## src/rtl/core/uartrx_pkg.sv

```systemverilog
`default_nettype none

package uartrx_pkg;

    localparam int BYTE_W = 8;
    localparam int CNT_W  = 6;

    localparam logic ACT_RX   = 1'b0;
    localparam logic ACT_READ = 1'b1;

    localparam logic STAT_OK      = 1'b0;
    localparam logic STAT_NO_DATA = 1'b1;

    typedef enum logic [1:0] {
        ST_IDLE,
        ST_FETCH,
        ST_LOAD,
        ST_FLAG
    } t_state;

endpackage

`default_nettype wire

```

## src/rtl/core/uart_rx_ring_with_error_discard_core.sv

```systemverilog
`default_nettype none

// Channel   Dir  Handshake                         Payload
// s_axis    in   i_s_axis_tvalid/o_s_axis_tready   tuser: action; tdata: rx byte, error flags
// m_axis    out  o_m_axis_tvalid/i_m_axis_tready   tuser: status, byte_valid; tdata: byte,
//                                                  count; tlast: last result of a read
//
// A received byte gives no result; the ring is written in the cycle the byte is accepted.
// A read first fetches from the ring memory, then delivers its bytes one after another
// through the single ring memory read port; a read with nothing to deliver gives one result.
// Input tready is low while a read is draining; a stalled output holds the drain in place.
// Reset (synchronous, active low) clears the indexes and the control state; the ring memory
// has no reset and needs no clearing pass.

module uart_rx_ring_with_error_discard_core
    import uartrx_pkg::*;
#(
    parameter int RING_DEPTH = 64
) (
    input  wire logic        i_clk,
    input  wire logic        i_rst_n,
    input  wire logic        i_s_axis_tvalid,
    output logic             o_s_axis_tready,
    // [7:0] rx_byte, [8] parity_error, [9] overrun_error, [10] framing_error, [15:11] zero
    input  wire logic [15:0] i_s_axis_tdata,
    // [0] action
    input  wire logic [0:0]  i_s_axis_tuser,
    output logic             o_m_axis_tvalid,
    input  wire logic        i_m_axis_tready,
    // [7:0] out_byte, [13:8] byte_count, [15:14] zero
    output logic [15:0]      o_m_axis_tdata,
    // [0] status, [1] byte_valid
    output logic [1:0]       o_m_axis_tuser,
    output logic             o_m_axis_tlast
);

    localparam int IW = (RING_DEPTH > 1) ? $clog2(RING_DEPTH) : 1;
    localparam logic [IW:0]   DEPTH_V = (IW + 1)'(RING_DEPTH);
    localparam logic [IW-1:0] LAST_IX = IW'(RING_DEPTH - 1);
    localparam logic [IW-1:0] FULL_AT = IW'(RING_DEPTH - 1);

    function automatic logic [IW-1:0] next_ix(input logic [IW-1:0] i);
        logic [IW-1:0] n;
        n = (i == LAST_IX) ? '0 : i + 1'b1;
        return n;
    endfunction

    function automatic logic [IW-1:0] span(input logic [IW-1:0] from, input logic [IW-1:0] to);
        logic [IW:0] s;
        if (to >= from) begin
            s = {1'b0, to} - {1'b0, from};
        end else begin
            s = DEPTH_V - {1'b0, from} + {1'b0, to};
        end
        return s[IW-1:0];
    endfunction

    logic [BYTE_W:0] mem [RING_DEPTH];
    logic [BYTE_W:0] r_rdata;

    t_state          r_state, n_state;
    logic [IW-1:0]   r_widx, r_ridx, r_mark_idx, r_ptr, r_left;
    logic            r_mark_v, r_flag_stat;
    logic [CNT_W-1:0] r_total;

    logic             r_ov, r_o_status, r_o_bv, r_o_last;
    logic [BYTE_W-1:0] r_o_byte;
    logic [CNT_W-1:0]  r_o_cnt;

    logic          in_acc, rx_acc, rd_acc, bad, out_free;
    logic          mem_re, ld_byte, ld_flag;
    logic [IW-1:0] mem_raddr, held, start, cnt;

    assign in_acc   = i_s_axis_tvalid && o_s_axis_tready;
    assign rx_acc   = in_acc && (i_s_axis_tuser[0] == ACT_RX);
    assign rd_acc   = in_acc && (i_s_axis_tuser[0] == ACT_READ);
    assign bad      = i_s_axis_tdata[8] | i_s_axis_tdata[9] | i_s_axis_tdata[10];
    assign out_free = !r_ov || i_m_axis_tready;
    assign held     = span(r_ridx, r_widx);
    assign start    = r_mark_v ? next_ix(r_mark_idx) : r_ridx;
    assign cnt      = span(start, r_widx);

    always_comb begin
        n_state = r_state;
        unique case (r_state)
            ST_IDLE: begin
                if (rd_acc) begin
                    n_state = (cnt == '0) ? ST_FLAG : ST_FETCH;
                end
            end
            ST_FETCH: n_state = ST_LOAD;
            ST_LOAD: begin
                if (out_free && r_left == IW'(1)) begin
                    n_state = ST_IDLE;
                end
            end
            ST_FLAG: begin
                if (out_free) begin
                    n_state = ST_IDLE;
                end
            end
            default: n_state = ST_IDLE;
        endcase
    end

    always_comb begin
        o_s_axis_tready = (r_state == ST_IDLE);
        mem_re          = 1'b0;
        mem_raddr       = r_ptr;
        ld_byte         = 1'b0;
        ld_flag         = 1'b0;
        unique case (r_state)
            ST_IDLE: ;
            ST_FETCH: mem_re = 1'b1;
            ST_LOAD: begin
                ld_byte   = out_free;
                mem_re    = out_free && (r_left != IW'(1));
                mem_raddr = next_ix(r_ptr);
            end
            ST_FLAG: ld_flag = out_free;
            default: ;
        endcase
    end

    always_ff @(posedge i_clk) begin
        if (rx_acc && held < FULL_AT) begin
            mem[r_widx] <= bad ? {1'b1, 8'h00} : {1'b0, i_s_axis_tdata[7:0]};
        end
        if (mem_re) begin
            r_rdata <= mem[mem_raddr];
        end
    end

    always_ff @(posedge i_clk) begin
        if (!i_rst_n) begin
            r_state  <= ST_IDLE;
            r_widx   <= '0;
            r_ridx   <= '0;
            r_mark_v <= 1'b0;
            r_ov     <= 1'b0;
        end else begin
            r_state <= n_state;
            if (rx_acc && held < FULL_AT) begin
                r_widx <= next_ix(r_widx);
                if (bad) begin
                    r_mark_v   <= 1'b1;
                    r_mark_idx <= r_widx;
                end
            end
            if (rd_acc) begin
                r_ridx      <= r_widx;
                r_mark_v    <= 1'b0;
                r_ptr       <= start;
                r_left      <= cnt;
                r_total     <= CNT_W'(cnt);
                r_flag_stat <= (held == '0) ? STAT_NO_DATA : STAT_OK;
            end
            if (ld_byte) begin
                r_ptr      <= next_ix(r_ptr);
                r_left     <= r_left - 1'b1;
                r_ov       <= 1'b1;
                r_o_status <= STAT_OK;
                r_o_bv     <= 1'b1;
                r_o_byte   <= r_rdata[7:0];
                r_o_last   <= (r_left == IW'(1));
                r_o_cnt    <= (r_left == IW'(1)) ? r_total : '0;
            end else if (ld_flag) begin
                r_ov       <= 1'b1;
                r_o_status <= r_flag_stat;
                r_o_bv     <= 1'b0;
                r_o_byte   <= '0;
                r_o_last   <= 1'b1;
                r_o_cnt    <= '0;
            end else if (i_m_axis_tready) begin
                r_ov <= 1'b0;
            end
        end
    end

    assign o_m_axis_tvalid = r_ov;
    assign o_m_axis_tdata  = {2'b00, r_o_cnt, r_o_byte};
    assign o_m_axis_tuser  = {r_o_bv, r_o_status};
    assign o_m_axis_tlast  = r_o_last;

    a_no_marked_byte: assert property (@(posedge i_clk) disable iff (!i_rst_n)
        ld_byte |-> !r_rdata[BYTE_W])
        else $error("marked entry delivered as a byte");

    a_load_left: assert property (@(posedge i_clk) disable iff (!i_rst_n)
        (r_state == ST_LOAD) |-> (r_left != '0))
        else $error("drain running with no entries left");

    a_last_count: assert property (@(posedge i_clk) disable iff (!i_rst_n)
        (r_ov && r_o_last && r_o_bv) |-> (r_o_cnt != '0))
        else $error("final byte of a read carries a zero count");

    a_held_bound: assert property (@(posedge i_clk) disable iff (!i_rst_n)
        (r_state != ST_IDLE) |=> (held < FULL_AT || held == FULL_AT))
        else $error("ring holds more than its depth allows");

endmodule

`default_nettype wire

```

## config.mk

```make
export PLATFORM = sky130hd
export DESIGN_NAME = uart_rx_ring_with_error_discard_core
export DESIGN_NICKNAME = d
export VERILOG_FILES = /design/src/rtl/core/uartrx_pkg.sv /design/src/rtl/core/uart_rx_ring_with_error_discard_core.sv
export SDC_FILE = /design/constraint.sdc
export NUM_CORES = 1
export LEC_CHECK = 0
export BUFFER_PORTS_ARGS = -buffer_cell sky130_fd_sc_hd__buf_2
export CAP_MARGIN = 20
export CORE_MARGIN = 1
export CORE_UTILIZATION = 45
export DETAILED_ROUTE_END_ITERATION = 10
export PLACE_DENSITY = 0.64
export SYNTH_ARGS = -nofsm -noshare
export SYNTH_HDL_FRONTEND = slang
export SYNTH_SLANG_ARGS = --single-unit
```

## constraint.sdc

```tcl
create_clock -name i_clk -period 6 [get_ports i_clk]
set_input_delay 0.9 -clock i_clk [delete_from_list [all_inputs] [get_ports i_clk]]
set_output_delay 0.9 -clock i_clk [all_outputs]
set_load 0.02 [all_outputs]
```

-- Word-level counts from Yosys, hierarchy flattened
Memories as Yosys holds them, arrays and structs flattened. A register that Yosys moved wholly into a read port is not among the register bits.
Index checks and enable logic that the tools add are counted.
- memory bits (writable): 576
- bits in latches: 0
- memories kept: 1
- output and inout bits: 21
- register bits after elaboration: 58
- bits in read-only memories: 0
- word-level logic and storage cells: 100
- bits of input ports: 21
- memories (name ; depth ; bits a word ; read ports ; clocked after Yosys merged registers in ; write ports ; line ; text):
    mem ; 64 ; 9 ; 1 ; 1 ; 1 ; uart_rx_ring_with_error_discard_core.sv:58 ; logic [BYTE_W:0] mem [RING_DEPTH];
- equal/unequal tests: 11
- mux-type cells: 35
- $lt $le $gt $ge: 3
- add/sub/neg operators: 10
- shifts and indexed selects: 0
- reduce and logical (&&, ||, !) cells: 21
- multipliers: 0
- bitwise gates (word level): 4
- div/mod/pow operators: 0
- operators by type and width (kind ; count):
    6-bit two-way mux ; 14
    6-bit by 1-bit adder with 6-bit output (second input constant) ; 3
    6-bit equality test (second input constant) ; 3
    8-bit two-way mux ; 2
    6-bit adder ; 2
    6-bit greater-or-equal comparator ; 2
    6-bit logical NOT ; 2
    1-bit two-way mux ; 12
    1-bit by 6-bit subtractor with 6-bit output (first input constant) ; 2
    6-bit subtractor ; 2
    9-bit two-way mux ; 1
    2-bit two-way mux ; 4
    2-bit case mux with 4 select lines ; 1
    2-bit AND reduction ; 4
    6-bit by 1-bit equality test with 1-bit output (second input constant) ; 1
    1-bit logical AND ; 6
    6-bit < comparator (second input constant) ; 1
    6-bit by 1-bit != test with 1-bit output (second input constant) ; 1
    3-bit AND reduction ; 2
    6-bit by 1-bit subtractor with 6-bit output (second input constant) ; 1
    2-bit equality test (second input constant) ; 2
    2-bit != test (second input constant) ; 2
    2-bit nonzero test ; 2
    3-bit nonzero test ; 1
    9 further kinds ; 11

-- Longest topological paths before layout
Gate-level depths: netlist of run 1.
- depth after elaboration: 10
- gate-level depth with buffers: 13
- gate-level depth less buffers: 12

-- Least setup slack after synthesis of run 1
No wires, ideal clock.
- path type: register to register
- start: register r_widx[0]
- end: memory mem[50][0] (netlist bit), enable pin
- data arrival time: 2.983 ns
- period minus slack after synthesis: 3.366 ns
- required time: 5.617 ns
- stages on the path, launching flop included: 14
- path buffers: 2
- path slack: 2.634 ns
- cell sequence: dfxtp_1 > inv_1 > ha_1 > inv_1 > fa_1 > a21o_1 > a21oi_1 > xnor2_1 > nand4_1 > o21ai_1 > or3_1 > clkbuf_1 > buf_2 > nor3_1
- longest elaborated chain between the ends: 6
- elaborated cells between the ends (all ways): 8
- ends and longest elaborated chain (element ; line ; text):
    start: declaration ; uart_rx_ring_with_error_discard_core.sv:62 ; logic [IW-1:0] r_widx, r_ridx, r_mark_idx, r_ptr, r_left;
    start signal: assignment ; uart_rx_ring_with_error_discard_core.sv:144 ; r_widx <= next_ix(r_widx);
    6-bit adder (tied with other cells) ; uart_rx_ring_with_error_discard_core.sv:53 ; s = DEPTH_V - {1'b0, from} + {1'b0, to};
    6-bit two-way mux ; uart_rx_ring_with_error_discard_core.sv:50 ; if (to >= from) begin
    6-bit < comparator ; uart_rx_ring_with_error_discard_core.sv:126 ; if (rx_acc && held < FULL_AT) begin
    1-bit logical AND ; uart_rx_ring_with_error_discard_core.sv:126 ;
    1-bit two-way mux ; uart_rx_ring_with_error_discard_core.sv:126 ;
    1-bit two-way mux ; uart_rx_ring_with_error_discard_core.sv:127 ; mem[r_widx] <= bad ? {1'b1, 8'h00} : {1'b0, i_s_axis_tdata[7:0]};
    end: declaration ; uart_rx_ring_with_error_discard_core.sv:58 ;
Several ways; a longest one is shown, not always the timed one.

-- Worst setup path in the final report of run 1
- start: register r_widx[4]
- end: memory mem[30][7] (netlist bit), enable pin
The elaborated chain is that of the path after synthesis.

==> results of run 1 <==
==> registers in the layout, indices dropped and copies added, names as in the netlist <==
signal / flops
r_state: 2
o_m_axis_tlast: 1
r_widx: 6
r_mark_v: 1
r_total: 6
r_o_cnt: 6
r_o_byte: 8
r_ridx: 6
r_left: 6
r_mark_idx: 6
r_rdata: 8
r_ptr: 6
o_m_axis_tvalid: 1
mem: 512
r_o_status: 1
r_o_bv: 1
r_flag_stat: 1
==> cells in the mapped netlist (21+ instances only) <==
| master | count | area [um2] |
|---|---|---|
| a21oi_1 | 53 | 265 |
| a31oi_1 | 26 | 163 |
| a32oi_1 | 22 | 193 |
| and2_1 | 21 | 131 |
| and3_1 | 43 | 269 |
| buf_2 | 46 | 230 |
| clkbuf_1 | 44 | 165 |
| edfxtp_1 | 562 | 16900 |
| inv_1 | 30 | 113 |
| mux2i_1 | 77 | 771 |
| nand2_1 | 326 | 1220 |
| nand3_1 | 104 | 521 |
| nor2_1 | 78 | 293 |
| nor3_1 | 28 | 140 |
| o221ai_1 | 21 | 184 |
==> per-stage QoR <==
| stage | hold WS (ns) | setup WS (ns) | instance area (um2) |
|---|---|---|---|
| CTS | 0.480 | 1.24 | 27400 |
| floorplan | 0.453 | 2.63 | 24800 |
| finish | 0.481 | 1.30 | 27400 |
| global placement | 0.471 | 1.42 | 25600 |
| detailed placement | 0.473 | 1.24 | 25600 |
| global route | 0.504 | 1.09 | 27400 |
==> worst reg2reg max path, cell delays in order (launching register included) <==
cell and delay, ns:
dfxtp_1 0.92, ha_1 0.42, and2_1 0.17, o21ai_0 0.15, o31ai_1 0.11, a211oi_2 0.38, o21ai_1 0.37, or3_1 0.82
nor3_1 1.00
==> logic make-up after synthesis <==
group | after synthesis | synth area share, %
muxes | 104 | 5.02
xor gates and xnor gates | 19 | 0.701
AOI/OAI and AO/OA | 273 | 8.10
and+or+nand+nor | 683 | 12.7
adders and majority gates | 21 | 1.12
other | 1 | 0.0151
buffers and inverters | 153 | 3.06
DFF | 578 | 69.3
==> cell usage in the layout (no fill, tap or decap), drive strengths merged, types with 8 or more instances in the layout <==
| cell | n |
|---|---|
| edfxtp | 562 |
| nand2 | 327 |
| nand3 | 105 |
| nor2 | 79 |
| mux2i | 78 |
| buf | 77 |
| clkbuf | 76 |
| a21oi | 53 |
| and3 | 44 |
| inv | 32 |
| nor3 | 29 |
| a31oi | 26 |
| o21ai | 23 |
| clkinv | 23 |
| a32oi | 22 |
| and2 | 22 |
| o221ai | 21 |
| nand4 | 20 |
| ha | 19 |
| dfxtp | 16 |
| a311oi | 15 |
| mux4 | 15 |
| a211o | 15 |
| o22ai | 15 |
| a21boi | 13 |
| nor2b | 12 |
| mux2 | 11 |
| xnor2 | 10 |
| a32o | 9 |
| xor2 | 9 |
| a2111oi | 9 |
| a211oi | 9 |
| or3 | 8 |
| o31ai | 8 |
==> per-layer routing <==
metal	up-vias	wire, um	GRT usage (%)
met3	109	4990	3.50
li1	7008	-	-
met4	2	1830	8.24
met1	7660	26200	31.2
met2	676	28600	34.6
met5	-	7	0
==> cell type report <==
| class | instances | area, um2 | area share, % |
|---|---|---|---|
| clock inverter | 27 | 206 | 0.754 |
| multi-input combinational | 1102 | 6950 | 25.4 |
| inverter | 30 | 113 | 0.411 |
| sequential | 578 | 17200 | 62.8 |
| timing repair buffer | 79 | 546 | 1.99 |
| tap | 696 | 871 | 3.18 |
| clock buffer | 74 | 1510 | 5.52 |
==> power breakdown <==
| part | switching, mW | leakage, nW | internal [mW] |
|---|---|---|---|
| sequential | 0.0540 | 4.64 | 4.51 |
| clock | 1.48 | 0.840 | 1.86 |
| combinational | 1.93 | 3.44 | 0.936 |
| total | 3.46 | 8.92 | 7.30 |
==> worst paths after layout <==
| check | startpoint | end | slack [ns] |
|---|---|---|---|
| setup / recovery | r_widx[4]$_SDFFE_PN0P_ | mem[30][7]$_DFFE_PP_ | 1.30 |
| hold / removal | r_ridx[2]$_SDFFE_PN0P_ | r_ridx[2]$_SDFFE_PN0P_ | 0.48 |
| setup reg to reg | r_widx[4]$_SDFFE_PN0P_ | mem[30][7]$_DFFE_PP_ | 1.30 |
| hold reg to reg | r_ridx[2]$_SDFFE_PN0P_ | r_ridx[2]$_SDFFE_PN0P_ | 0.48 |
==> key figures, run 1 <==
Outcome
  • Status: complete, no violations

Yosys
  • Commonest register cell after synthesis: edfxtp_1
  • Synth warn: 0
  • Asr flop ratio synth: 0%
  • Register area share after synthesis: about 70%
  • Mapped Cells: 1832
  • Post-synth EDFFs: around 560
  • Synth Register Bits: a little under 600
  • Yosys cell types: 80
  • Synthesized area: 24800 um2
  • Syn Area/Cell: between 10 and 15 um2

Power
  • Pwr Total: between 10 and 15 mW
  • Maximum VDD drop: 0.507 mV
  • Power per cell area: 393 nW/um2
  • Lkg Pwr: a little under 9 nW

Die
  • Core region area: around 54000 um2
  • Die Y: about 240 um
  • Die W: between 200 and 250 um
  • Die area: approximately 56000 um2
  • IO Count: 42
  • FP Rows: between 80 and 90
  • Initial Util: 45.8%

CTS
  • Clock Path Buffers: 3
  • Clock-pin slew on the worst setup and hold paths: around 0.070 ns
  • Post-CTS Resized: 0
  • Post-CTS Hold Buffers: 0
  • Clk sink count: roughly 580
  • CTS root buf: clkbuf_16
  • CTS tree: done
  • CTS buffer count: 57
  • Postcts setup bufs: 0
  • Max H-tree Level: 2
  • Clock latency at the later pin of the worst-skew pair: around 0.62 ns

Setup path
  • CP top delay family: simple AND/OR/NAND/NOR gates
  • Kind of start point of the critical path: register
  • CP peak stage delay: ~0.99 ns
  • Crit-path cells: ha_1 -> and2_1 -> o21ai_0 -> o31ai_1 -> a211oi_2 -> o21ai_1 -> or3_1 -> nor3_1
  • Worst Path Arrival: a little under 5 ns
  • Reg2Reg Depth: 8
  • CP Class: register to register
  • Crit Path Max Fanout: 16
  • Crit path capture type: register
  • CP required: ~6.2 ns
  • Slowest CP cell: nor3_1
  • Buffers and inverters on the worst path: 0
  • Cell depth of the worst setup path: 8

Placement
  • Placed cells: between 2k and 2.5k
  • DP HPWL: between 30 and 40 mm
  • IO Port Bufs: 34
  • Final GP Congestion: 0.913

STA
  • Measured slew at the worst slew-check pin: ~1.2 ns
  • Achievable Freq: 213 MHz
  • Final setup violation count: 0
  • Slew Limit Fails: 0
  • Layout Skew: roughly 0.018 ns
  • Post-layout min period: about 4.7 ns
  • Worst slew margin: a little under a quarter
  • RSZ-0062 raised after global routing: no
  • Final Cycle Share: 78.4%
  • Setup_tns: 0 ns
  • Final-report hold violation count: 0

Finish
  • Fill count: about 4.4k
  • Core Util, Final: between 50% and 60%
  • # nets final: between 1.5k and 2k
  • Diodes inserted: 0
  • Final non-filler cell total: between 2k and 3k
  • Share of cells above drive strength 1: approximately 11%
  • Area grow syn2layout: 10.4%

Detailed routing
  • Antenna Nets Post-Route: 0
  • Vias: 15.5k
  • Count of TritonRoute iterations in the first routing pass: 5
  • Routed wire length: 61.6 mm
  • Drt initial violations: between 1.5k and 2k
  • Vias per Instance: between 5 and 6
  • Residual DRC: 0
  • Wire per inst: 23.8 um

Min path
  • Hold Path Class: register to register
  • Hold Path Depth: 2

Global routing
  • Total global routing overflow: 0
  • Overall fraction of global-route tracks in use: 22.1%
  • Initial antenna violation count: 1
  • Pin count of the biggest net entering global routing: between 100 and 150
  • Wire length of the first global-routing pass: ~93 mm
  • Number of global-route vias before repair: between 10k and 15k

Job
  • Max-Cap Viols: 0
(Power assumes the default switching activity.)
==> run 2, diff against run 1 <==
==> constraint.sdc (replaced) <==
create_clock -name i_clk -period 4.7 [get_ports i_clk]
set_input_delay 0.705 -clock i_clk [delete_from_list [all_inputs] [get_ports i_clk]]
set_output_delay 0.705 -clock i_clk [all_outputs]
set_load 0.02 [all_outputs]
==> run 2 against run 1 <==
- utilization up 1.1 points
- non-clock buffer count up 62
- maximum frequency up 17%
- count of clock-buffer cells in the layout down 4
- highest routed layer unchanged
- sequential power up 28%
- critical path depth up 1
- critical endpoint is now r_rdata[1]$_DFFE_PP_
- combinational power up 32%
- die area unchanged
- first-iteration DRC count down 12%
- setup slack worse by 0.62 ns
- largest cell class unchanged
- via count up 2.0%
==> key figures, run 2 (same netlist as run 1, synthesis figures left out) <==
Finish
  • Diodes inserted: 0 (unchanged)
  • Register area: 17200 um2 (unchanged)
  • Commonest non-fill, non-tap cell in the layout: edfxtp_1
  • Share of cells above drive strength 1: 14.2% (+3.2 points)
  • Largest registers: mem x512, r_o_byte x8, r_rdata x8
  • Max reg flops: 512 (unchanged)
  • Final non-filler cell total: 2654 (+2.6%)
  • Design area: 28000 um2 (+2.1%)
  • Area occupied by multi-input gates: 6950 um2 (about the same)
  • Top reg by flops: mem
  • # nets final: 1952 (+3.3%)
  • Fill count: 4483 (+0.88%)
  • Area grow syn2layout: 12.7%
  • Most frequent cells in the layout: edfxtp_1 (562), nand2_1 (326), nand3_1 (104), buf_4 (101), nor2_1 (78)

Global routing
  • Wire length of the first global-routing pass: 93.5 mm (+0.27%)
  • Pin count of the biggest net entering global routing: 74 (-27%)
  • Total global routing overflow: 0 (unchanged)
  • Initial antenna violation count: 1 (unchanged)
  • Overall fraction of global-route tracks in use: 22.3% (+0.18 points)
  • Number of global-route vias before repair: 15.0k (+0.39%)

STA
  • Post-layout min period: 4.03 ns (-0.679 ns)
  • Setup_tns: 0 ns (unchanged)
  • Final Cycle Share: 85.6% (+7.2 points)
  • Worst slew margin: 30.9% (+7.8 points)
  • Layout Skew: 0.0124 ns (-0.00525 ns)
  • Measured slew at the worst slew-check pin: 1.03 ns (-0.121 ns)
  • RSZ-0062 raised after global routing: no
  • Final-report hold violation count: 0 (unchanged)
  • Achievable Freq: 248 MHz (+17%)
  • Final setup violation count: 0 (unchanged)
  • Slew Limit Fails: 0 (unchanged)

CTS
  • CTS root buf: clkbuf_16
  • Clock-pin slew on the worst setup and hold paths: 0.06 ns (about the same)
  • Clock latency at the later pin of the worst-skew pair: 0.61 ns (about the same)
  • CTS buffer count: 57 (unchanged)
  • Clock Path Buffers: 3 (unchanged)
  • Postcts setup bufs: 0 (unchanged)
  • Post-CTS Resized: 0 (unchanged)
  • Clk sink count: 578 (unchanged)
  • Max H-tree Level: 2 (unchanged)
  • CTS tree: done
  • Post-CTS Hold Buffers: 0 (unchanged)

Die
  • Initial Util: 45.8% (unchanged)
  • IO Count: 42 (unchanged)
  • Die area: 56100 um2 (unchanged)
  • Die Y: 237 um (unchanged)
  • FP Rows: 85 (unchanged)
  • Core region area: 54100 um2 (unchanged)
  • Die W: 237 um (unchanged)

Setup path
  • Worst Path Arrival: 4.29 ns (-0.65 ns)
  • Crit path capture type: register
  • Crit Path Max Fanout: 36 (+20)
  • Kind of start point of the critical path: register
  • Worst reg2reg setup slack: 0.67 ns (-0.62 ns)
  • CP required: 4.97 ns (-1.26 ns)
  • CP Class: register to register

Detailed routing
  • Wire per inst: 23.6 um (-1.1%)
  • Count of TritonRoute iterations in the first routing pass: 5 (unchanged)
  • Vias per Instance: 5.94 (-0.63%)
  • Routed wire length: 62.6 mm (+1.5%)
  • Antenna Nets Post-Route: 0 (unchanged)
  • Vias: 15.8k (+2.0%)
  • Residual DRC: 0 (unchanged)
  • Drt initial violations: 1565 (-12%)

Power
  • Lkg Pwr: 9.31 nW (+4.3%)
  • Maximum VDD drop: 0.339 mV (-33%)
  • Power per cell area: 500 nW/um2 (+27%)

Min path
  • Hold Path Class: register to register

Placement
  • DP HPWL: 39.7 mm (+4.1%)
  • Final GP Congestion: 0.877 (-3.9%)
  • IO Port Bufs: 34 (unchanged)
  • Placed cells: 2546 (+2.6%)
  • Dpl cell area: 26200 um2 (+2.0%)

Job
  • Max-Cap Viols: 0 (unchanged)

Outcome
  • Status: complete, no violations
run 2: cell count changes in the layout (fill, tap and decap cells not counted), sizes merged:
cell | previous run | this run
clkinv | 23 | 31
bufinv | 2 | 4
clkbuf | 76 | 70
inv | 32 | 30
clkinvlp | 0 | 2
buf | 77 | 141
run 2: metrics by stage:
| stage | power, mW | utilization, % | hold slack (ns) | worst slack (ns) |
|---|---|---|---|---|
| floorplan | 8.56 | - | 0.453 | 1.33 |
| global placement | 9.62 | 48.3 | 0.482 | 0.840 |
| detailed placement | 9.67 | 48.3 | 0.487 | 0.802 |
| CTS | 14.0 | 51.6 | 0.494 | 0.764 |
| global route | 14.5 | 51.7 | 0.511 | 0.556 |
| finish | 14.0 | 51.7 | 0.489 | 0.675 |
run 2: path summary, 6_finish.rpt:
| kind | from | cells after the start | to |
|---|---|---|---|
| setup reg to reg | r_ptr[1]$_DFFE_PP_ | 9 | r_rdata[1]$_DFFE_PP_ |
| setup / recovery | r_ptr[1]$_DFFE_PP_ | 9 | r_rdata[1]$_DFFE_PP_ |
| hold reg to reg | r_ridx[3]$_SDFFE_PN0P_ | 2 | r_ridx[3]$_SDFFE_PN0P_ |
| hold / removal | r_ridx[3]$_SDFFE_PN0P_ | 2 | r_ridx[3]$_SDFFE_PN0P_ |
run 2: critical path, cell delays in order, from the launching register on:
cell	delay, ns
edfxtp_1	0.37
ha_1	0.53
nand2_2	0.21
o31ai_4	0.44
buf_12	0.27
a21oi_1	0.07
a2111oi_0	0.56
a31oi_1	0.19
a311oi_1	0.66
nand4_1	0.34
run 2: routing by layer:
metal	part of all wire [%]	track usage, %
met3	7.3	3.77
met5	0.019	0
met1	42	30.9
met2	47	35.4
met4	3.7	8.30
run 2: layout make-up:
class / count / share of cell area (%)
flip-flops and latches: 578 / 61.5
multi-input cells: 1102 / 24.8
clock buffers: 70 / 5.35
repair buffers: 141 / 3.75
well taps: 696 / 3.11
clock inverters: 37 / 1.05
inverters: 30 / 0.403
run 2: power breakdown:
part           leakage, nW  internal [mW]  total [mW]  switching (mW)
Clock                0.882           2.48        4.38            1.90
Sequential            4.66           5.76        5.82          0.0617
Combinational         3.76           1.28        3.77            2.50
